==> config.mk <==
export PLATFORM = sky130hd
export DESIGN_NAME = pba_cfg
export DESIGN_NICKNAME = d
export VERILOG_FILES = /design/src/rtl/assert_macros.svh /design/src/rtl/pba_pkg.sv /design/src/rtl/pba_cfg.sv
export SDC_FILE = /design/constraint.sdc
export NUM_CORES = 1
export LEC_CHECK = 0
export ABC_CLOCK_PERIOD_IN_PS = 1400
export BUFFER_PORTS_ARGS = -buffer_cell sky130_fd_sc_hd__buf_2
export CORE_ASPECT_RATIO = 0.5
export CORE_MARGIN = 10
export CORE_UTILIZATION = 43
export DETAILED_ROUTE_END_ITERATION = 8
export PLACE_DENSITY = 0.91
export SLEW_MARGIN = 30
export SYNTH_ARGS = -nofsm -noshare
export SYNTH_HDL_FRONTEND = slang
export SYNTH_SLANG_ARGS = --single-unit
==> constraint.sdc <==
create_clock -name clk -period 1.4 [get_ports clk]
set_clock_uncertainty 0.2 [all_clocks]
set_input_delay 0.07 -clock clk [delete_from_list [all_inputs] [get_ports clk]]
set_output_delay 0.07 -clock clk [all_outputs]
set_load 0.005 [all_outputs]
==> src/rtl/assert_macros.svh <==
// ----------------------------------------------------------------------------
// Assertion macros shared by the allocator RTL
// ----------------------------------------------------------------------------
`ifndef ASSERT_MACROS_SVH
`define ASSERT_MACROS_SVH

// Clocked check, masked while reset is asserted
`define PBA_ASSERT(lbl, prop, msg) \
  lbl: assert property (@(posedge clk) disable iff (!rst_n) prop) else $error(msg);

// Clocked check that also holds through reset
`define PBA_ASSERT_ALWAYS(lbl, prop, msg) \
  lbl: assert property (@(posedge clk) prop) else $error(msg);

`endif

==> src/rtl/pba_pkg.sv <==
// ----------------------------------------------------------------------------
// pba_pkg
// Shared widths, codes and reset values of the page bitmap allocator.
// ----------------------------------------------------------------------------
package pba_pkg;

  localparam int AW     = 48;   // byte address width
  localparam int SW     = 32;   // byte count and alignment width
  localparam int CFGW   = 36;   // page frame number width
  localparam int CFG_DW = 64;
  localparam int CFG_AW = 4;

  localparam int PAGE_COUNT_DEF = 4096;
  localparam int PAGE_BITS_DEF  = 12;

  localparam logic [CFGW-1:0] NODE_START_RST = 36'd0;
  localparam logic [CFGW-1:0] NODE_END_RST   = 36'd4096;

  localparam logic [1:0] CMD_RESERVE = 2'd0;
  localparam logic [1:0] CMD_FREE    = 2'd1;
  localparam logic [1:0] CMD_ALLOC   = 2'd2;
  localparam logic [1:0] CMD_UNUSED  = 2'd3;

  localparam logic [1:0] ST_OK      = 2'd0;
  localparam logic [1:0] ST_BUSY    = 2'd1;
  localparam logic [1:0] ST_NOSPACE = 2'd2;
  localparam logic [1:0] ST_DFREE   = 2'd3;

  localparam logic REG_NODE_START = 1'b0;
  localparam logic REG_NODE_END   = 1'b1;

endpackage

==> src/rtl/pba_cfg.sv <==
// ----------------------------------------------------------------------------
// pba_cfg
// APB register file holding the node page range.
// ----------------------------------------------------------------------------
module pba_cfg
  import pba_pkg::*;
(
  input  logic              clk,
  input  logic              rst_n,
  input  logic              cfg_psel,
  input  logic              cfg_penable,
  input  logic              cfg_pwrite,
  input  logic [CFG_AW-1:0] cfg_paddr,
  input  logic [CFG_DW-1:0] cfg_pwdata,
  output logic [CFG_DW-1:0] cfg_prdata,
  output logic              cfg_pready,
  output logic [CFGW-1:0]   node_start,
  output logic [CFGW-1:0]   node_end
);

  logic [CFGW-1:0] start_r, start_nxt;
  logic [CFGW-1:0] end_r, end_nxt;
  logic            wr_en;
  logic            reg_sel;

  assign cfg_pready = 1'b1;
  assign wr_en      = cfg_psel && cfg_penable && cfg_pwrite;
  assign reg_sel    = cfg_paddr[CFG_AW-1];

  always_comb begin
    start_nxt = start_r;
    end_nxt   = end_r;
    if (wr_en) begin
      unique case (reg_sel)
        REG_NODE_START: start_nxt = cfg_pwdata[CFGW-1:0];
        REG_NODE_END:   end_nxt   = cfg_pwdata[CFGW-1:0];
        default:        start_nxt = start_r;
      endcase
    end
  end

  always_ff @(posedge clk) begin
    if (!rst_n) begin
      start_r <= NODE_START_RST;
      end_r   <= NODE_END_RST;
    end else begin
      start_r <= start_nxt;
      end_r   <= end_nxt;
    end
  end

  always_comb begin
    unique case (reg_sel)
      REG_NODE_START: cfg_prdata = CFG_DW'(start_r);
      REG_NODE_END:   cfg_prdata = CFG_DW'(end_r);
      default:        cfg_prdata = '0;
    endcase
  end

  assign node_start = start_r;
  assign node_end   = end_r;

endmodule

==> flow_summary.rst <==
.. list-table::
   :header-rows: 1

   * - Metric
     - Value
   * - Peak ir drop on the vdd network
     - 0.000765 V
   * - RSZ-0062 raised after global routing
     - false
   * - Fin Hold WS
     - -0.00693 ns
   * - DRC errors left
     - 0
   * - Unique masters post-synth
     - 12
   * - Placer congestion estimate
     - 0.756
   * - NetSw
     - 1.13 mW
   * - Number of sinks driven by the clock tree
     - 72
   * - Number of instances resized during post-cts repair
     - 0
   * - Antenna violations before repair
     - 0
   * - H-tree level count
     - 3
   * - Row cnt
     - 22
   * - Internal cell power
     - 4.32 mW
   * - CTS buffer count
     - 9
   * - Library cell used as clock root buffer
     - sky130_fd_sc_hd__clkbuf_16
   * - Slowest library cell on the worst path
     - sky130_fd_sc_hd__dfxtp_1
   * - Wire length of the first global-routing pass
     - 16700 µm
   * - Clock latency on the worst-skew pair
     - 0.33 ns
   * - Maximum capacitance violations
     - 0
   * - Routed length on met3
     - 573 µm
   * - Critical path endpoint category
     - primary output
   * - End of the worst hold path
     - node_end[5]
   * - Sequential share of the synthesized area
     - 42.5%
   * - Post-layout total power
     - 5.46 mW
   * - Wire length on met1
     - 3950 µm
   * - Share of the cycle needed by the critical path after routing
     - 97.1%
   * - Reg-to-Reg End
     - node_start[12]
   * - DPL Wire Length
     - 7300 µm
   * - Iter 0 DRT Violations
     - 142
   * - Crit path DAT
     - 1.09 ns
   * - Clock Pin Slew Worst Setup and Hold Paths
     - 0.06 ns
   * - Routed wire length on met2
     - 6000 µm
   * - Violations in the final reports
     - hold timing
   * - Area growth, synth to finish
     - 43.8%
   * - FF-to-FF Start
     - node_start[12]
   * - Number of cells produced by synthesis
     - 346
   * - Combinational share of power
     - 9.5%
   * - Worst hold path stage count
     - 3
   * - Top fanout value on the critical path
     - 3
   * - Overflow left after global routing
     - 0
   * - Average cell area after synthesis
     - 9.80 µm²
   * - Fraction of power spent switching nets
     - 20.8%
   * - Clock power frac
     - 51.4%
   * - Number of port buffers
     - 149
   * - Total of hold buffers inserted after clock tree synthesis
     - 36
   * - Post-route setup TNS
     - 0 ns
   * - Total routed wirelength
     - 10800 µm
   * - Overall routing resource usage
     - 17.1%
   * - Layout cells sized above 1
     - 40.1%
   * - Detail-routed net length per standard cell
     - 16.9 µm
   * - Post-synth design cell area
     - 0.00339 mm²
   * - Top-level I/O count
     - 210
   * - Number of nets still failing antenna checks after routing
     - 0
   * - Die width
     - 146 µm
   * - Largest buffer count on any clock path
     - 2
   * - Core region area
     - 0.00749 mm²
   * - Layout net count
     - 599
   * - Largest net degree at the start of global routing
     - 86
   * - Fmax achieved
     - 0.735 GHz
   * - Minimum setup slack among reg-to-reg paths
     - 0.45 ns
   * - Number of storage elements in the synthesis netlist
     - 72
   * - Total via count in the routed design
     - 3004
   * - Standby leakage power
     - 2.60 nW
   * - Number of detailed-routing iterations run before antenna repair
     - 4
   * - Minimum clock period after layout
     - 1.36 ns
   * - Die outline height
     - 82.8 µm
   * - Worst setup SP type
     - register
   * - Number of pins exceeding their max-slew limit in the final report
     - 0
   * - Post-CTS setup buffer count
     - 0
   * - Final setup violating endpoints
     - 0
   * - PwrDens
     - 1120 mW/mm²
   * - Uppermost signal routing layer after detailed routing
     - met4
   * - TritonCTS clock tree
     - done
   * - FF-to-FF path depth
     - 2
   * - Worst path cell trace
     - mux2_2 -> buf_2
   * - Sequential cell fraction of total power
     - 39.1%
   * - Data required time of the critical path
     - 1.13 ns
   * - Number of warnings printed during yosys synthesis
     - 0
   * - Classification of the worst setup path
     - reg -> out
   * - Classification of the worst-slack hold path
     - in -> reg
   * - Number of global-route vias before repair
     - 3255
   * - Hold Fails Final Rpt
     - 2
   * - Result of the run
     - finished, violations left
   * - Initial cell density of the core
     - 45.3%
   * - Worst stage delay on the critical path
     - 0.34 ns
   * - Drt via density
     - 4.69
   * - Overall die area
     - 0.0120 mm²
   * - Startpoint of the most critical hold path
     - cfg_penable
## cells by family after synthesis
group | after synthesis | share of synthesized area [%]
and+or+nand+nor | 111 | 12.9
muxes | 108 | 33.2
DFF | 72 | 42.5
buffers and inverters | 53 | 11.1
other | 2 | 0.222
## cells in the final DEF, fill, tap and decap left out, types with 2 or more instances in the layout
| cell type | n |
|---|---|
| sky130_fd_sc_hd__buf_2 | 149 |
| sky130_fd_sc_hd__nand2_1 | 107 |
| sky130_fd_sc_hd__mux2i_1 | 72 |
| sky130_fd_sc_hd__dfxtp_1 | 72 |
| sky130_fd_sc_hd__mux2_2 | 36 |
| sky130_fd_sc_hd__dlygate4sd3_1 | 36 |
| sky130_fd_sc_hd__conb_1 | 29 |
| sky130_fd_sc_hd__clkbuf_16 | 9 |
| sky130_fd_sc_hd__buf_12 | 5 |
| sky130_fd_sc_hd__buf_4 | 5 |
| sky130_fd_sc_hd__bufinv_16 | 4 |
| sky130_fd_sc_hd__nor2b_1 | 2 |
| sky130_fd_sc_hd__clkinv_2 | 2 |
## power by group through the flow
stage / Combinational, mW / Clock [mW] / Sequential, mW
2_1_floorplan: 0.299 / 0 / 2.17
3_3_place_gp: 0.410 / 0 / 2.17
3_5_place_dp: 0.421 / 0 / 2.17
4_1_cts: 0.505 / 2.83 / 2.13
5_1_grt: 0.566 / 2.92 / 2.14
6_report: 0.518 / 2.81 / 2.13
## cells in the mapped netlist
library cell	number	area, µm²
sky130_fd_sc_hd__dfxtp_1	72	1440
sky130_fd_sc_hd__mux2_2	36	405
sky130_fd_sc_hd__clkbuf_1	9	33.8
sky130_fd_sc_hd__buf_6	7	78.8
sky130_fd_sc_hd__and4b_1	1	10.0
sky130_fd_sc_hd__conb_1	2	7.51
sky130_fd_sc_hd__buf_4	32	240
sky130_fd_sc_hd__mux2i_1	72	721
sky130_fd_sc_hd__buf_2	5	25.0
sky130_fd_sc_hd__nand4_2	1	12.5
sky130_fd_sc_hd__nand2_1	107	402
sky130_fd_sc_hd__nor2b_1	2	12.5
## sequential cells by signal (all words and copies together) (netlist names)
register and flops:
node_end 36, node_start 36
## per-stage QoR
step / instances / cell area (µm²) / utilization, % / setup WS [ns]
after floorplan: 373 / 3490 / - / 0.329
after global placement: 587 / 4140 / 55.3 / 0.136
after detailed placement: 587 / 4140 / 55.3 / 0.108
after CTS: 639 / 4870 / 65.1 / 0.0620
after global routing: 639 / 4870 / 65.1 / 0.0258
final: 640 / 4870 / 65.1 / 0.0400
## worst max path at each step
stage / cells after the start / end / start
after floorplan: 4 / node_start[0] / cfg_paddr[3]
after global placement: 4 / cfg_prdata[24] / cfg_paddr[3]
after detailed placement: 4 / node_start[17] / cfg_paddr[3]
after CTS: 2 / cfg_prdata[29] / node_end[29]
after global routing: 2 / cfg_prdata[12] / node_end[12]
final: 2 / cfg_prdata[35] / node_end[35]
## worst max-delay path, delay by kind of cell (launching register included)
family                 cells  cell delay (ns)
DFF                        1             0.34
muxes                      1             0.28
buffers and inverters      1             0.14
## per-layer routing
layer | up-vias | GRT usage, %
met1 | 1413 | 15.7
met4 | 0 | 8.32
li1 | 1448 | -
met3 | 26 | 5.25
met5 | - | 0
met2 | 117 | 35.2
## final cells by class
class | instances | area (µm²)
fillers | 555 | 2610
multi-input cells | 248 | 1680
flip-flops and latches | 72 | 1440
repair buffers | 195 | 1240
clock buffers | 10 | 239
well taps | 108 | 135
clock inverters | 6 | 130
diodes | 1 | 2.50
Power figures use the tool's default switching activity.
