## config.mk

```make
export PLATFORM = sky130hd
export DESIGN_NAME = pba_engine
export DESIGN_NICKNAME = d
export VERILOG_FILES = /design/src/rtl/pba_pkg.sv /design/src/rtl/pba_engine.sv
export VERILOG_INCLUDE_DIRS = /design/src /design/src/rtl
export SDC_FILE = /design/constraint.sdc
export NUM_CORES = 2
export LEC_CHECK = 0
export BUFFER_PORTS_ARGS = -buffer_cell sky130_fd_sc_hd__buf_2
export CORE_MARGIN = 8
export CORE_UTILIZATION = 41
export DETAILED_ROUTE_END_ITERATION = 8
export PLACE_DENSITY = 0.59
export SLEW_MARGIN = 25
export SYNTH_ARGS = -nofsm -noshare
export SYNTH_HDL_FRONTEND = slang
export SYNTH_SLANG_ARGS = --single-unit
export TNS_END_PERCENT = 100
```

## constraint.sdc

```tcl
create_clock -name clk -period 16.1 [get_ports clk]
set_input_delay 2.415 -clock clk [delete_from_list [all_inputs] [get_ports clk]]
set_output_delay 2.415 -clock clk [all_outputs]
set_load 0.005 [all_outputs]
```

## src/rtl/assert_macros.svh

```systemverilog
// ----------------------------------------------------------------------------
// Assertion macros shared by the allocator RTL
// ----------------------------------------------------------------------------
`ifndef ASSERT_MACROS_SVH
`define ASSERT_MACROS_SVH

// Clocked check, masked while reset is asserted
`define PBA_ASSERT(lbl, prop, msg) \
  lbl: assert property (@(posedge clk) disable iff (!rst_n) prop) else $error(msg);

// Clocked check that also holds through reset
`define PBA_ASSERT_ALWAYS(lbl, prop, msg) \
  lbl: assert property (@(posedge clk) prop) else $error(msg);

`endif

```

## src/rtl/pba_pkg.sv

```systemverilog
// ----------------------------------------------------------------------------
// pba_pkg
// Shared widths, codes and reset values of the page bitmap allocator.
// ----------------------------------------------------------------------------
package pba_pkg;

  localparam int AW     = 48;   // byte address width
  localparam int SW     = 32;   // byte count and alignment width
  localparam int CFGW   = 36;   // page frame number width
  localparam int CFG_DW = 64;
  localparam int CFG_AW = 4;

  localparam int PAGE_COUNT_DEF = 4096;
  localparam int PAGE_BITS_DEF  = 12;

  localparam logic [CFGW-1:0] NODE_START_RST = 36'd0;
  localparam logic [CFGW-1:0] NODE_END_RST   = 36'd4096;

  localparam logic [1:0] CMD_RESERVE = 2'd0;
  localparam logic [1:0] CMD_FREE    = 2'd1;
  localparam logic [1:0] CMD_ALLOC   = 2'd2;
  localparam logic [1:0] CMD_UNUSED  = 2'd3;

  localparam logic [1:0] ST_OK      = 2'd0;
  localparam logic [1:0] ST_BUSY    = 2'd1;
  localparam logic [1:0] ST_NOSPACE = 2'd2;
  localparam logic [1:0] ST_DFREE   = 2'd3;

  localparam logic REG_NODE_START = 1'b0;
  localparam logic REG_NODE_END   = 1'b1;

endpackage

```

## src/rtl/pba_engine.sv

```systemverilog
// ----------------------------------------------------------------------------
// pba_engine
// Command sequencer: range reserve/free and first-fit allocation over the
// page bitmap, one memory access per step.
// ----------------------------------------------------------------------------
`include "assert_macros.svh"

module pba_engine
  import pba_pkg::*;
#(
  parameter int PAGE_COUNT = PAGE_COUNT_DEF,
  parameter int PAGE_BITS  = PAGE_BITS_DEF,
  parameter int IW         = $clog2(PAGE_COUNT)
) (
  input  logic            clk,
  input  logic            rst_n,
  input  logic            in_valid,
  output logic            in_stall,
  input  logic [1:0]      in_command,
  input  logic [AW-1:0]   in_address,
  input  logic [SW-1:0]   in_byte_count,
  input  logic [SW-1:0]   in_alignment,
  input  logic [AW-1:0]   in_preferred_address,
  input  logic [AW-1:0]   in_upper_limit,
  input  logic            in_exclusive,
  output logic            out_valid,
  input  logic            out_stall,
  output logic [1:0]      out_status,
  output logic [AW-1:0]   out_region_address,
  input  logic [CFGW-1:0] node_start,
  input  logic [CFGW-1:0] node_end,
  output logic            map_re,
  output logic [IW-1:0]   map_raddr,
  input  logic            map_rdata,
  output logic            map_we,
  output logic [IW-1:0]   map_waddr,
  output logic            map_wdata
);

  localparam int PW = ((AW - PAGE_BITS) > CFGW ? (AW - PAGE_BITS) : CFGW) + 2;
  localparam int OW = ((IW + PAGE_BITS) > SW ? (IW + PAGE_BITS) : SW) + 2;
  localparam int LW = CFGW + PAGE_BITS + 1;
  localparam logic [PW-1:0] PC_P   = PW'(PAGE_COUNT);
  localparam logic [LW-1:0] PSM1_L = (LW'(1) << PAGE_BITS) - LW'(1);
  localparam logic [OW-1:0] PSM1_O = (OW'(1) << PAGE_BITS) - OW'(1);

  typedef enum logic [19:0] {
    S_IDLE  = 20'b00000000000000000001,
    S_FILL  = 20'b00000000000000000010,
    S_DONE  = 20'b00000000000000000100,
    S_RF1   = 20'b00000000000000001000,
    S_RF2   = 20'b00000000000000010000,
    S_RC_RD = 20'b00000000000000100000,
    S_RC_EV = 20'b00000000000001000000,
    S_FR_RD = 20'b00000000000010000000,
    S_FR_EV = 20'b00000000000100000000,
    S_AL1   = 20'b00000000001000000000,
    S_AL2   = 20'b00000000010000000000,
    S_AL3   = 20'b00000000100000000000,
    S_SK_RD = 20'b00000001000000000000,
    S_SK_EV = 20'b00000010000000000000,
    S_ALIGN = 20'b00000100000000000000,
    S_CK_RD = 20'b00001000000000000000,
    S_CK_EV = 20'b00010000000000000000,
    S_TAIL1 = 20'b00100000000000000000,
    S_TAIL2 = 20'b01000000000000000000,
    S_TAIL3 = 20'b10000000000000000000
  } state_t;

  function automatic logic [PW-1:0] rnd_up(input logic [PW-1:0] x, input logic [PW-1:0] st);
    rnd_up = (x + st - PW'(1)) & ~(st - PW'(1));
  endfunction

  // control
  state_t          state_r, state_nxt;
  logic            clr_r, clr_nxt;
  logic [PW-1:0]   i_r, i_nxt;
  logic [PW-1:0]   e_r, e_nxt;
  logic [PW-1:0]   s_r, s_nxt;
  logic            fill_r, fill_nxt;
  logic            dbl_r, dbl_nxt;
  logic            retry_r, retry_nxt;
  logic [PW-1:0]   hint_r, hint_nxt;
  logic [OW-1:0]   last_r, last_nxt;
  logic            out_valid_r, out_valid_nxt;
  // payload
  logic [1:0]      cmd_r, cmd_nxt;
  logic [AW-1:0]   addr_r, addr_nxt;
  logic [SW-1:0]   size_r, size_nxt;
  logic [SW-1:0]   align_r, align_nxt;
  logic [AW-1:0]   goal_r, goal_nxt;
  logic [AW-1:0]   limit_r, limit_nxt;
  logic            excl_r, excl_nxt;
  logic [PW-1:0]   np_r, np_nxt;
  logic [LW-1:0]   endb_r, endb_nxt;
  logic [PW-1:0]   aup_r, aup_nxt;
  logic [SW-1:0]   bal_r, bal_nxt;
  logic [PW-1:0]   step_r, step_nxt;
  logic [PW-1:0]   gp_r, gp_nxt;
  logic [PW-1:0]   maxp_r, maxp_nxt;
  logic [PW-1:0]   need_r, need_nxt;
  logic [PW-1:0]   midx_r, midx_nxt;
  logic [OW-1:0]   so_r, so_nxt;
  logic [OW-1:0]   eo_r, eo_nxt;
  logic [1:0]      st_r, st_nxt;
  logic [AW-1:0]   region_r, region_nxt;
  logic [1:0]      out_status_r, out_status_nxt;
  logic [AW-1:0]   out_region_r, out_region_nxt;

  logic [LW-1:0]   base;
  logic [PW-1:0]   minp;
  logic [PW-1:0]   endp;

  assign base = LW'(node_start) << PAGE_BITS;
  assign minp = PW'(node_start);
  assign endp = PW'(node_end);

  always_comb begin
    logic [PW-1:0] diff, rs, re_, fs, fe, hb, lp, sa, ea, nn, start, sidx, sop, hnt;
    logic [LW-1:0] relend, abase;
    logic [SW-1:0] a, stp;
    logic          outside, mrg, tail;

    state_nxt      = state_r;
    clr_nxt        = clr_r;
    i_nxt          = i_r;
    e_nxt          = e_r;
    s_nxt          = s_r;
    fill_nxt       = fill_r;
    dbl_nxt        = dbl_r;
    retry_nxt      = retry_r;
    hint_nxt       = hint_r;
    last_nxt       = last_r;
    out_valid_nxt  = out_valid_r;
    cmd_nxt        = cmd_r;
    addr_nxt       = addr_r;
    size_nxt       = size_r;
    align_nxt      = align_r;
    goal_nxt       = goal_r;
    limit_nxt      = limit_r;
    excl_nxt       = excl_r;
    np_nxt         = np_r;
    endb_nxt       = endb_r;
    aup_nxt        = aup_r;
    bal_nxt        = bal_r;
    step_nxt       = step_r;
    gp_nxt         = gp_r;
    maxp_nxt       = maxp_r;
    need_nxt       = need_r;
    midx_nxt       = midx_r;
    so_nxt         = so_r;
    eo_nxt         = eo_r;
    st_nxt         = st_r;
    region_nxt     = region_r;
    out_status_nxt = out_status_r;
    out_region_nxt = out_region_r;

    diff    = endp - minp;
    relend  = endb_r - base;
    abase   = LW'(addr_r) - base;
    outside = (endb_r < base) || (PW'(addr_r >> PAGE_BITS) > endp);
    rs      = (LW'(addr_r) > base) ? PW'(abase >> PAGE_BITS) : '0;
    re_     = PW'((relend + PSM1_L) >> PAGE_BITS);
    fs      = (aup_r > minp) ? (aup_r - minp) : '0;
    fe      = PW'(relend >> PAGE_BITS);
    hb      = PW'(abase >> PAGE_BITS);
    a       = align_r & (~align_r + SW'(1));
    stp     = a >> PAGE_BITS;
    lp      = PW'(limit_r >> PAGE_BITS);
    sa      = rnd_up(s_r, step_r);
    ea      = sa + need_r;
    nn      = rnd_up(i_r, step_r);
    start   = ((gp_r != '0) && (minp < gp_r) && (gp_r < maxp_r)) ?
              rnd_up(gp_r, step_r) : rnd_up(minp, step_r);
    sidx    = s_r - minp;
    sop     = PW'(so_r >> PAGE_BITS);
    mrg     = sop < s_r;
    tail    = (last_r[PAGE_BITS-1:0] != '0) &&
              ((PW'(last_r >> PAGE_BITS) + PW'(1)) == s_r);
    hnt     = PW'((eo_r + PSM1_O) >> PAGE_BITS);

    // drop the result once taken
    if (out_valid_r && !out_stall) begin
      out_valid_nxt = 1'b0;
    end

    unique case (state_r)
      S_IDLE: begin
        if (in_valid) begin
          cmd_nxt    = in_command;
          addr_nxt   = in_address;
          size_nxt   = (in_byte_count == '0) ? SW'(1) : in_byte_count;
          align_nxt  = in_alignment;
          goal_nxt   = in_preferred_address;
          limit_nxt  = in_upper_limit;
          excl_nxt   = in_exclusive;
          st_nxt     = ST_OK;
          region_nxt = '0;
          case (in_command) inside
            CMD_RESERVE, CMD_FREE: state_nxt = S_RF1;
            CMD_ALLOC:             state_nxt = S_AL1;
            default:               state_nxt = S_DONE;
          endcase
        end
      end
      S_RF1: begin
        endb_nxt  = LW'(addr_r) + LW'(size_r);
        aup_nxt   = PW'((LW'(addr_r) + PSM1_L) >> PAGE_BITS);
        np_nxt    = (endp > minp) ? ((diff > PC_P) ? PC_P : diff) : '0;
        state_nxt = S_RF2;
      end
      S_RF2: begin
        if (outside) begin
          state_nxt = S_DONE;
        end else if (cmd_r == CMD_RESERVE) begin
          i_nxt     = rs;
          s_nxt     = rs;
          e_nxt     = (re_ > np_r) ? np_r : re_;
          fill_nxt  = 1'b1;
          state_nxt = excl_r ? S_RC_RD : S_FILL;
        end else begin
          if ((LW'(addr_r) >= base) && (hb < hint_r)) begin
            hint_nxt = hb;
          end
          i_nxt     = fs;
          e_nxt     = (fe > np_r) ? np_r : fe;
          dbl_nxt   = 1'b0;
          state_nxt = S_FR_RD;
        end
      end
      S_RC_RD: begin
        if (i_r < e_r) begin
          state_nxt = S_RC_EV;
        end else begin
          i_nxt     = s_r;
          state_nxt = S_FILL;
        end
      end
      S_RC_EV: begin
        if (map_rdata) begin
          st_nxt    = ST_BUSY;
          state_nxt = S_DONE;
        end else begin
          i_nxt     = i_r + PW'(1);
          state_nxt = S_RC_RD;
        end
      end
      S_FR_RD: begin
        if (i_r < e_r) begin
          state_nxt = S_FR_EV;
        end else begin
          st_nxt    = dbl_r ? ST_DFREE : ST_OK;
          state_nxt = S_DONE;
        end
      end
      S_FR_EV: begin
        if (!map_rdata) begin
          dbl_nxt = 1'b1;
        end
        i_nxt     = i_r + PW'(1);
        state_nxt = S_FR_RD;
      end
      S_FILL: begin
        if (i_r < e_r) begin
          i_nxt = i_r + PW'(1);
        end else if (clr_r) begin
          clr_nxt   = 1'b0;
          state_nxt = S_IDLE;
        end else begin
          state_nxt = S_DONE;
        end
      end
      S_AL1: begin
        bal_nxt   = (a != '0) ? a : SW'(1);
        step_nxt  = (stp != '0) ? PW'(stp) : PW'(1);
        gp_nxt    = PW'(goal_r >> PAGE_BITS);
        maxp_nxt  = ((lp != '0) && (endp > lp)) ? lp : endp;
        need_nxt  = PW'((LW'(size_r) + PSM1_L) >> PAGE_BITS);
        state_nxt = S_AL2;
      end
      S_AL2: begin
        if (maxp_r <= minp) begin
          st_nxt    = ST_NOSPACE;
          state_nxt = S_DONE;
        end else begin
          s_nxt     = start;
          midx_nxt  = ((maxp_r - minp) > PC_P) ? PC_P : (maxp_r - minp);
          retry_nxt = gp_r != '0;
          state_nxt = S_AL3;
        end
      end
      S_AL3: begin
        if (hint_r > sidx) begin
          retry_nxt = 1'b1;
          s_nxt     = rnd_up(hint_r, step_r);
        end else begin
          s_nxt = sidx;
        end
        state_nxt = S_SK_RD;
      end
      S_SK_RD: begin
        state_nxt = (s_r < midx_r) ? S_SK_EV : S_ALIGN;
      end
      S_SK_EV: begin
        if (map_rdata) begin
          s_nxt     = s_r + PW'(1);
          state_nxt = S_SK_RD;
        end else begin
          state_nxt = S_ALIGN;
        end
      end
      S_ALIGN: begin
        if ((sa >= midx_r) || (ea > midx_r)) begin
          if (retry_r) begin
            retry_nxt = 1'b0;
            s_nxt     = '0;
            state_nxt = S_SK_RD;
          end else begin
            st_nxt    = ST_NOSPACE;
            state_nxt = S_DONE;
          end
        end else begin
          s_nxt     = sa;
          i_nxt     = sa;
          e_nxt     = ea;
          state_nxt = S_CK_RD;
        end
      end
      S_CK_RD: begin
        state_nxt = S_CK_EV;
      end
      S_CK_EV: begin
        if (map_rdata) begin
          s_nxt     = (nn == i_r) ? (i_r + step_r) : nn;
          state_nxt = S_SK_RD;
        end else if ((i_r + PW'(1)) == e_r) begin
          state_nxt = S_TAIL1;
        end else begin
          i_nxt     = i_r + PW'(1);
          state_nxt = S_CK_RD;
        end
      end
      S_TAIL1: begin
        // share the partly used page left by the previous allocation
        so_nxt    = tail ? ((last_r + OW'(bal_r) - OW'(1)) & ~(OW'(bal_r) - OW'(1)))
                         : (OW'(s_r) << PAGE_BITS);
        state_nxt = S_TAIL2;
      end
      S_TAIL2: begin
        eo_nxt     = so_r + OW'(size_r);
        i_nxt      = sop + PW'(mrg);
        region_nxt = AW'(base + LW'(so_r));
        state_nxt  = S_TAIL3;
      end
      S_TAIL3: begin
        last_nxt  = eo_r;
        hint_nxt  = hnt;
        e_nxt     = (hnt < midx_r) ? hnt : midx_r;
        fill_nxt  = 1'b1;
        state_nxt = S_FILL;
      end
      S_DONE: begin
        if (!out_valid_r || !out_stall) begin
          out_valid_nxt  = 1'b1;
          out_status_nxt = st_r;
          out_region_nxt = region_r;
          state_nxt      = S_IDLE;
        end
      end
      default: state_nxt = S_IDLE;
    endcase
  end

  always_ff @(posedge clk) begin
    if (!rst_n) begin
      state_r     <= S_FILL;
      clr_r       <= 1'b1;
      i_r         <= '0;
      e_r         <= PC_P;
      s_r         <= '0;
      fill_r      <= 1'b1;
      dbl_r       <= 1'b0;
      retry_r     <= 1'b0;
      hint_r      <= '0;
      last_r      <= '0;
      out_valid_r <= 1'b0;
    end else begin
      state_r     <= state_nxt;
      clr_r       <= clr_nxt;
      i_r         <= i_nxt;
      e_r         <= e_nxt;
      s_r         <= s_nxt;
      fill_r      <= fill_nxt;
      dbl_r       <= dbl_nxt;
      retry_r     <= retry_nxt;
      hint_r      <= hint_nxt;
      last_r      <= last_nxt;
      out_valid_r <= out_valid_nxt;
    end
  end

  always_ff @(posedge clk) begin
    cmd_r        <= cmd_nxt;
    addr_r       <= addr_nxt;
    size_r       <= size_nxt;
    align_r      <= align_nxt;
    goal_r       <= goal_nxt;
    limit_r      <= limit_nxt;
    excl_r       <= excl_nxt;
    np_r         <= np_nxt;
    endb_r       <= endb_nxt;
    aup_r        <= aup_nxt;
    bal_r        <= bal_nxt;
    step_r       <= step_nxt;
    gp_r         <= gp_nxt;
    maxp_r       <= maxp_nxt;
    need_r       <= need_nxt;
    midx_r       <= midx_nxt;
    so_r         <= so_nxt;
    eo_r         <= eo_nxt;
    st_r         <= st_nxt;
    region_r     <= region_nxt;
    out_status_r <= out_status_nxt;
    out_region_r <= out_region_nxt;
  end

  // memory access: one read or one write per step
  assign map_re    = ((state_r == S_SK_RD) && (s_r < midx_r)) || (state_r == S_CK_RD) ||
                     (((state_r == S_RC_RD) || (state_r == S_FR_RD)) && (i_r < e_r));
  assign map_raddr = (state_r == S_SK_RD) ? s_r[IW-1:0] : i_r[IW-1:0];
  assign map_we    = ((state_r == S_FILL) && (i_r < e_r)) || (state_r == S_FR_EV);
  assign map_waddr = i_r[IW-1:0];
  assign map_wdata = (state_r == S_FILL) ? fill_r : 1'b0;

  assign in_stall           = state_r != S_IDLE;
  assign out_valid          = out_valid_r;
  assign out_status         = out_status_r;
  assign out_region_address = out_region_r;

  `PBA_ASSERT(a_accept_then_busy, (in_valid && !in_stall) |=> in_stall, "accept not followed by busy")
  `PBA_ASSERT_ALWAYS(a_clear_blocks_input, clr_r |-> in_stall, "beat accepted during clearing pass")
  `PBA_ASSERT(a_write_in_range, map_we |-> (i_r < e_r), "bitmap write outside range")
  `PBA_ASSERT(a_no_rw_same_cycle, map_we |-> !map_re, "bitmap read and write in one step")

endmodule

```

==> results.md <==
- Status: finished, final reports clean
- Net count, final: 11,744
- H-tree depth: 3
- Worst Setup End Kind: flop
- DRC errors left: 0
- Mapped Cells: 9,826
- Final hold violation count: 0
- Sum Neg Setup Slack: 0 ns
- CP bufs+invs: 3
- Post-synthesis cell type count: 117
- Starting Density: 41.27%
- Post-DP HPWL: 357,400 um
- Seq/Total Area, Yosys: 28.47%
- Synth top area cells: edfxtp_1 24%, ha_1 17%, xnor2_1 5.6%
- Max VDD drop: 0.1063 mV
- IO buf count: 342
- Layout Skew: 0.05594 ns
- R2R setup slack: 3.75 ns
- Gr usage total: 37.61%
- Required time of the critical path: 16.83 ns
- CTS tree: built
- Latest clock arrival within the worst-skew pair: 0.82 ns
- #FFs+latches synth: 870
- EDFF count, synth: 661
- Clock sinks: 870
- Total CTS buffers: 108
- Gpl congestion: 1.045
- Hold depth: 0
- Crit-path slowest cell: a211oi_1
- CP max FO: 16
- Synth area leader: edfxtp_1
- GRT overflow: 0
- Critical R2R Capture: s_r[8]
- Setup crit start kind: flop
- First-pass GRT wire length: 599,800 um
- Area grow syn2layout: 12.06%
- WL/cell: 33.53 um
- Clk Tree Root Cell: clkbuf_16
- # rows: 166
- Synth top area share: 23.51%
- Total power: 8623 uW
- Largest net degree at the start of global routing: 125
- Setup bufs post-CTS: 0
- Lkg Pwr: 0.04066 uW
- Pwr dens: 91.14 nW/um^2
- Fin Hold WS: 0.4140 ns
- Top cell family by delay on the critical path: compound AO/OA/AOI/OAI gates
- Die area: 220,700 sq um
- Seq pwr share: 31.7%
- Comb power frac: 37.4%
- Core ar.: 204,600 sq um
- Die width: 469.8 um
- DR iter-0 viols: 11,406
- Via/cell ratio: 6.380
- Hold path startpoint: goal_r[25]
- Clock power share: 30.9%
- P_int: 5128 uW
- CTS max path bufs: 3
- Max_cap viols: 0
- Worst path max stage delay: 0.83 ns
- Min-Delay Endpoint: gp_r[13]
- Sw frac: 40.53%
- Post-synth top flop: edfxtp_1
- Post-route antenna net violation count: 0
- Origin of the critical flop-to-flop path: step_r[1]
- FMAX: 80.94 MHz
- CTS Hold Buffers Added: 0
- FF-to-FF path depth: 37
- Sw Pwr: 3495 uW
- Slew of the pin with the lowest slew margin: 1.318 ns
- Iteration count of the initial detailed-routing pass: 6
- Ports: 367
- Worst endpoint data arrival time: 13.08 ns
- Final WL: 438,800 um
- Post-synth ARST share: 0%
- Vias in the first global route: 78,117
- CTS-repair resized insts: 0
- Final worst path period share: 76.74%
- Antenna violations before repair: 54
- Tmin final: 12.35 ns
- Setup Viol. Count Final: 0
- Die height: 469.8 um
- Clock-pin slew on the worst setup and hold paths: 0.07 ns
- Hold Path Class: flop to flop
- Max-slew violation count: 0
- Cell Area, Synth: 84,430 sq um
- Yosys Warn Count: 0
- Mean Syn Cell Area: 8.592 sq um
- Relative slew margins: 11.18%
- WS Path Type: flop to flop
- Share of layout cells above drive strength 1: 9.359%
- RSZ-0062 raised after global routing: false
- Via count: 83,495
[synthesized netlist by cell type, drive strengths merged, types with 19 or more instances]
| cell | count |
|---|---|
| a2111oi | 35 |
| a21oi | 735 |
| and3 | 129 |
| nand4 | 208 |
| mux2 | 22 |
| nand2b | 122 |
| edfxtp | 661 |
| dfxtp | 209 |
| and2 | 90 |
| nand3 | 270 |
| xnor2 | 539 |
| a221oi | 63 |
| nor3b | 42 |
| a31oi | 60 |
| clkbuf | 271 |
| a211o | 28 |
| a21o | 306 |
| a211oi | 93 |
| o211ai | 88 |
| xor2 | 256 |
| mux2i | 133 |
| nand3b | 32 |
| o22ai | 53 |
| o21a | 118 |
| inv | 893 |
| ha | 1158 |
| or2 | 55 |
| o41ai | 23 |
| a22oi | 27 |
| a41oi | 19 |
| o21bai | 58 |
| o31a | 22 |
| nand2 | 649 |
| a21boi | 30 |
| o221ai | 60 |
| nor4 | 139 |
| o2111ai | 25 |
| and4 | 29 |
| nor2b | 131 |
| buf | 46 |
| o21ai | 499 |
| o31ai | 55 |
| nor3 | 230 |
| or3 | 74 |
| nor2 | 753 |
[layer usage]
metal / track usage (%) / vias up / part of all wire [%]
met2: 54.39 / 4805 / 40
li1: - / 37055 / -
met3: 9.876 / 1078 / 11
met4: 22.20 / 26 / 7.4
met5: 0 / - / 0.042
met1: 50.23 / 40531 / 41
[registers in the layout (all words and copies together), names as in the netlist, 37 cells and up]
| register | flops |
|---|---|
| i_r | 38 |
| addr_r | 48 |
| e_r | 38 |
| midx_r | 38 |
| np_r | 37 |
| aup_r | 37 |
| s_r | 38 |
| hint_r | 37 |
| region_r | 48 |
| endb_r | 49 |
| out_region_address | 48 |
[worst max-delay path by stage]
stage                           start  cells after the start          to  slack (ns)
after floorplan           state_r[14]                     12  state_r[0]        2.73
after detailed placement    step_r[1]                     37      s_r[8]        3.91
after CTS                   step_r[1]                     37      s_r[8]        3.84
final                       step_r[1]                     37      s_r[8]        3.75
after global placement      step_r[1]                     37      s_r[8]        3.94
after global routing        step_r[1]                     37      s_r[8]        3.50
[per-stage QoR]
step | worst slack [ns] | utilization (%) | area [sq um] | instances
3_3_place_gp | 3.942 | 44.30 | 90630 | 12853
5_1_grt | 3.502 | 46.22 | 94560 | 13065
3_5_place_dp | 3.912 | 44.36 | 90750 | 12859
2_1_floorplan | 2.728 | - | 84610 | 9874
6_report | 3.745 | 46.25 | 94610 | 13087
4_1_cts | 3.837 | 46.20 | 94520 | 13062
[cell families after synthesis]
| logic type | after synthesis | synth area share [%] |
|---|---|---|
| and+or+nand+nor | 3035 | 18.18 |
| xor gates and xnor gates | 796 | 8.283 |
| AOI/OAI and AO/OA | 2578 | 20.10 |
| adders and majority gates | 1180 | 17.61 |
| buffers and inverters | 1211 | 5.486 |
| other | 1 | 0.004442 |
| DFF | 870 | 28.47 |
| muxes | 155 | 1.870 |
[power groups by stage]
| stage | Clock, uW | Sequential (uW) | Combinational, uW |
|---|---|---|---|
| 5_1_grt | 2770 | 2730 | 3360 |
| 4_1_cts | 2700 | 2720 | 3090 |
| 6_report | 2670 | 2730 | 3230 |
| 3_3_place_gp | 0 | 2770 | 3040 |
| 2_1_floorplan | 0 | 2690 | 1910 |
| 3_5_place_dp | 0 | 2770 | 3070 |
[area by class of cell]
type                    count  area (sq um)
well taps                2688          3363
diodes                     24         60.06
inverters                 894          3358
fillers                 19993        110000
multi-input cells        7793         56190
repair buffers            615          3844
clock buffers             127          2846
flip-flops and latches    870         24030
clock inverters            76         919.6
[cells in the final DEF, fill, tap and decap left out, types with 29 or more instances in the layout]
master | synthesis | final
o21ai_0 | 490 | 484
nor3b_1 | 42 | 33
conb_1 | 1 | 49
a31oi_1 | 60 | 60
edfxtp_1 | 661 | 661
and2_1 | 88 | 87
nand2_1 | 648 | 648
ha_1 | 1158 | 1158
nor2b_1 | 131 | 130
o21bai_1 | 58 | 58
nor4_1 | 134 | 123
buf_4 | 17 | 264
a211oi_1 | 89 | 89
o21a_1 | 117 | 117
or3_1 | 73 | 72
a21boi_0 | 29 | 29
buf_2 | 12 | 342
nand3b_1 | 32 | 32
a21oi_1 | 733 | 732
dfxtp_1 | 209 | 209
xor2_1 | 255 | 254
clkbuf_16 | 0 | 110
nor3_1 | 225 | 223
nor2_1 | 750 | 744
nand4_1 | 206 | 206
o221ai_1 | 60 | 59
o22ai_1 | 53 | 52
nand2b_1 | 122 | 122
xnor2_1 | 539 | 537
a21o_1 | 306 | 306
or2_2 | 54 | 54
and3_1 | 128 | 128
o31ai_1 | 53 | 53
o211ai_1 | 87 | 87
a2111oi_0 | 34 | 31
a221oi_1 | 61 | 61
mux2i_1 | 133 | 133
inv_1 | 892 | 890
nand3_1 | 270 | 270
(Power assumes the default switching activity.)
